### src/bpa_ram.sv
// ----------------------------------------------------------------------------
// Generic simple dual-port RAM
// One write port and one read port, read data registered.
// ----------------------------------------------------------------------------
`default_nettype none

module bpa_ram #(
    parameter int unsigned WIDTH = 32,
    parameter int unsigned DEPTH = 128
) (
    input  wire logic                                      clk,
    input  wire logic                                      we,
    input  wire logic [((DEPTH > 1) ? $clog2(DEPTH) : 1)-1:0] waddr,
    input  wire logic [WIDTH-1:0]                          wdata,
    input  wire logic [((DEPTH > 1) ? $clog2(DEPTH) : 1)-1:0] raddr,
    output logic      [WIDTH-1:0]                          rdata
);

    logic [WIDTH-1:0] mem [DEPTH];

    always_ff @(posedge clk) begin
        if (we) begin
            mem[waddr] <= wdata;
        end
        rdata <= mem[raddr];
    end

endmodule

`default_nettype wire

### config.mk
export PLATFORM = sky130hd
export DESIGN_NAME = bpa_ram
export DESIGN_NICKNAME = d
export VERILOG_FILES = /design/src/bpa_ram.sv
export SDC_FILE = /design/constraint.sdc
export NUM_CORES = 2
export LEC_CHECK = 0
export ABC_AREA = 1
export BUFFER_PORTS_ARGS = -buffer_cell sky130_fd_sc_hd__buf_2
export CELL_PAD_IN_SITES_DETAIL_PLACEMENT = 0
export CELL_PAD_IN_SITES_GLOBAL_PLACEMENT = 1
export CORE_MARGIN = 1.5
export CORE_UTILIZATION = 45
export DETAILED_ROUTE_END_ITERATION = 10
export PLACE_DENSITY_LB_ADDON = 0.05
export SLEW_MARGIN = 20
export SYNTH_ARGS = -nofsm -noshare
export SYNTH_HDL_FRONTEND = slang
export SYNTH_SLANG_ARGS = --single-unit
export TNS_END_PERCENT = 10
### constraint.sdc
create_clock -name clk -period 8.25 [get_ports clk]
set_input_delay 1.65 -clock clk [delete_from_list [all_inputs] [get_ports clk]]
set_output_delay 1.65 -clock clk [all_outputs]
set_load 0.05 [all_outputs]
======== Word level (Yosys, flattened, before mapping) ========
Memory sizes are Yosys's and may differ from the RTL's. A register that Yosys moved wholly into a read port is not among the register bits.
Cells that the tools add are included.
storage, ports and cells
  logic and storage cells ................. 3
  flip-flop bits (word level) ............. 0
  ROM bits ................................ 0
  bits in latches ......................... 0
  memories kept ........................... 1
  bits in writable memories ............... 4,096
  output and inout bits ................... 32
operators by class
  reduce and logical (&&, ||, !) cells .... 0
  muxes and demuxes ....................... 2
  divide/modulo/power cells ............... 0
  multiply operators ...................... 0
  shift-type cells ........................ 0
  add/sub/neg operators ................... 0
  equal/unequal tests ..................... 0
  $lt $le $gt $ge ......................... 0
  bitwise gates (word level) .............. 0
memory list
  memory  depth  width  read ports  clocked after memory_dff  wr ports  line  RTL
  mem     128    32     1           1                         1         19    logic [WIDTH-1:0] mem [DEPTH];
operator list
  kind              number
  2-to-1 mux 1 bit  2

======== Depth between registers and ports, before layout ========
  depth in word-level cells ............... 2
  gate-level depth with buffers ........... 13

======== Worst setup path before layout ========
Ideal clock, no wire load.
  path kind ............................... input -> register
  from .................................... input we
  to ...................................... memory mem[105][0] (enable)
  library setup time ...................... 0.421 ns
  data arrival time ....................... 3.627 ns
  path buffers ............................ 2
  required time ........................... 7.829 ns
  stages on the path ...................... 4
  path slack .............................. 4.202 ns
  path through ............................ clkbuf_1 -> nand2_1 -> clkbuf_1 -> nor2_1
between the ends
  word-level cells in the longest chain between the ends .. 2
RTL lines
  item                                    line  RTL
  start, declared                         12    input wire logic we,
  2-to-1 mux 1 bit                        22    if (we) begin
  2-to-1 mux 1 bit (not written as such)  23    mem[waddr] <= wdata;
  end, declared                           19
Every way passes these cells.

==> reports/qor.csv <==
stage;metric;value;unit
status;status;finished, final reports clean;
detailed_routing;routed wire length per instance;30.2;µm
detailed_routing;drt initial violations;13500;
logic_synthesis;net count after synthesis;13400;
power;largest vdd supply drop;0.210;mV
logic_synthesis;total standard cell area after synthesis;165000;µm²
clocking;clock-pin slew on the worst setup and hold paths;60;ps
logic_synthesis;yosys warns;0;
timing;slew at the pin closest to its max-slew limit;1220;ps
worst_setup_path;CP delay by family, top;simple AND/OR/NAND/NOR gates;
worst_setup_path;Cell Chain, Critical Path;buf_12 > inv_16 > buf_4 > buf_4 > nand2_1 > nand3_1 > nand3_1 > nand3_1 > nand3_1 > nand3_1 > nand3_1 > nand2_1;
final_layout;utilization after layout;50.8;%
clocking;buffer count from post-CTS setup fixing;0;
worst_setup_path;most frequent CP cell;sky130_fd_sc_hd__nand3_1;
logic_synthesis;largest family of logic cells by synthesized area;simple AND/OR/NAND/NOR gates;
logic_synthesis;synthesis-stage register bit count;4128;
logic_synthesis;share of flip-flops with an asynchronous set or reset;0;%
worst_setup_path;highest net fanout along the worst path;174;
final_layout;nets@finish;13400;
place;DP Area;171000;µm²
place;GPL Wtd Cong;0.810;
die;vertical die dimension;608;µm
clocking;CTS tree;yes;
clocking;count of H-tree levels built during CTS;5;
global_routing;number of global-route vias before repair;102000;
detailed_routing;vias;109000;
clocking;post-cts repair resize count;0;
timing;Fin Clk Skew;42.4;ps
logic_synthesis;fraction of synthesized cell area taken by the top area cell type;74.7;%
final_layout;post-route cell area;185000;µm²
run;max-capacitance violation count;0;
worst_setup_path;slowest stage cell, crit path;sky130_fd_sc_hd__nand3_1;
logic_synthesis;number of synthesized flops with an enable pin;4096;
clocking;number of buffers between clock root and the deepest sink;4;
timing;final worst path period share;60.0;%
timing;unrepaired setup endpoints after global routing;false;
timing;worst-case hold slack;844;ps
die;Total Die Area;369000;µm²
logic_synthesis;compound-cell area share of the yosys netlist;0;%
power;leakage power;63.7;nW
die;cell row count;221;
logic_synthesis;cells after synthesis;13400;
clocking;Clk Tree Root Cell;sky130_fd_sc_hd__clkbuf_16;
global_routing;global-route usage over all layers;29.7;%
clocking;CTS hold repair buffers;0;
timing;Max transition margin;18.1;%
logic_synthesis;post-synthesis adder-cell area fraction;0;%
place;worst setup timing slack at the placement stage;2420;ps
timing;final-report setup violation count;0;
worst_setup_path;type of element capturing the critical path;register;
die;Initial Utilization;45.3;%
worst_setup_path;critical path data arrival time;5850;ps
worst_setup_path;classification of the worst setup path;primary input to register;
logic_synthesis;Top FF cell, synth;sky130_fd_sc_hd__edfxtp_1;
worst_setup_path;slowest cell delay on critical path;680;ps
final_layout;final instance count without filler cells;18500;
place;Final HPWL DP;289000;µm
timing;final critical-path required period;4950;ps
global_routing;number of antenna violations at the first check in global routing;44;
worst_setup_path;CP Launch Type;primary input;
final_layout;proportion of layout cells with a drive suffix above 1;8.41;%
global_routing;GRT overflow;0;
detailed_routing;final antenna-violating net count;0;
logic_synthesis;multiplexer fraction of the synthesized cell area;0;%
detailed_routing;drt total wl;558000;µm
hold_path;min-delay worst type;register to register;
timing;setup TNS;0;ps
logic_synthesis;cell taking the most area after synthesis;sky130_fd_sc_hd__edfxtp_1;
timing;PnR worst setup slack;3300;ps
logic_synthesis;count leader, synth;sky130_fd_sc_hd__nand2_1;
power;Pwr per Cell Area;246;nW/µm²
global_routing;maximum number of pins on one net before global-route repair;175;
timing;max-slew violation count;0;
logic_synthesis;distinct cell type count of the synthesized netlist;15;
clocking;number of buffers inserted during clock tree synthesis;439;
power;Tot Pwr;45.4;mW
final_layout;Synth-to-Final Area Change;12.2;%
global_routing;global-route wire length before repair;784000;µm
logic_synthesis;XOR/XNOR share of the synthesized area;0;%
clocking;worst skew pair latency;990;ps
die;Core ar.;363000;µm²
place;Port Buf Inserts;79;
logic_synthesis;post-synthesis simple-gate area fraction;22.1;%
detailed_routing;TritonRoute pass-1 iters;5;
logic_synthesis;Commonest cells post-synth;4151 x sky130_fd_sc_hd__nand2_1, 4096 x sky130_fd_sc_hd__edfxtp_1, 4035 x sky130_fd_sc_hd__nand3_1;
die;total I/O pin count;80;
logic_synthesis;dominant cells by area after synthesis;sky130_fd_sc_hd__edfxtp_1 75%, sky130_fd_sc_hd__nand3_1 12%, sky130_fd_sc_hd__nand2_1 9.5%, sky130_fd_sc_hd__buf_2 1.8%, sky130_fd_sc_hd__buf_4 0.39%;
place;# placed instances;17700;
timing;highest achievable clock rate;202;MHz
logic_synthesis;share of the yosys chip area belonging to registers;75.1;%
timing;number of hold violations in the final report;0;
detailed_routing;number of remaining DRC errors;0;
detailed_routing;detail-routed via count per cell;5.87;
clocking;total clock sinks;4128;
worst_setup_path;required time of the critical path;9150;ps
logic_synthesis;synthesized area per cell;12.3;µm²
die;DIE WIDTH;608;µm
worst_setup_path;count of buffer and inverter cells on the critical path;4;
path summary, 6_finish.rpt:
kind                         startpoint  cells after the start  slack [ps]           endpoint
setup / recovery               raddr[0]                     12        3300   rdata[4]$_DFF_P_
hold / removal    mem[24][21]$_DFFE_PP_                      8         840  rdata[21]$_DFF_P_
setup reg to reg  mem[39][14]$_DFFE_PP_                      8        5630  rdata[14]$_DFF_P_
hold reg to reg   mem[24][21]$_DFFE_PP_                      8         840  rdata[21]$_DFF_P_
cells by family after synthesis:
kind of cell	count (synthesis)
buffers and inverters	933
and+or+nand+nor	8328
DFF	4128
worst register-to-register path: cells and delay by family (launching register included):
family        cells  cell delay, ps
flops             1             360
simple gates      8            2120
per-layer routing:
metal  global-route usage, %  vias up  routed length (µm)
li1                        -    47900                   -
met1                    42.9    55500              240000
met2                    46.3     4500              256000
met3                    4.04      761               42200
met4                    10.2        6               19400
met5                       0        -                  36
power breakdown:
group / leakage (nW) / internal (mW) / switching (mW)
combinational: 19.8 / 0.598 / 2.30
sequential: 37.1 / 23.2 / 0.0663
clock: 6.85 / 11.1 / 8.21
layout by cell type, fill, tap and decap left out, drive strengths merged:
cell         n
nand2     4151
edfxtp    4096
nand3     4035
clkbuf     574
buf        391
clkinv     186
nor2       134
inv         35
bufinv      32
dfxtp       32
diode       30
nor3         8
clkinvlp     5
registers in the layout, summed over array words and instances, names as in the netlist:
signal and cells:
rdata 32, mem 4096
cell type report:
class / instances / area, µm²
well taps: 4794 / 6000
fillers: 31300 / 179000
diodes: 30 / 75.1
multi-input cells: 8328 / 37300
inverters: 24 / 143
flip-flops and latches: 4128 / 124000
clock buffers: 574 / 11800
clock inverters: 234 / 2050
repair buffers: 391 / 3640
Power figures use the tool's default switching activity.
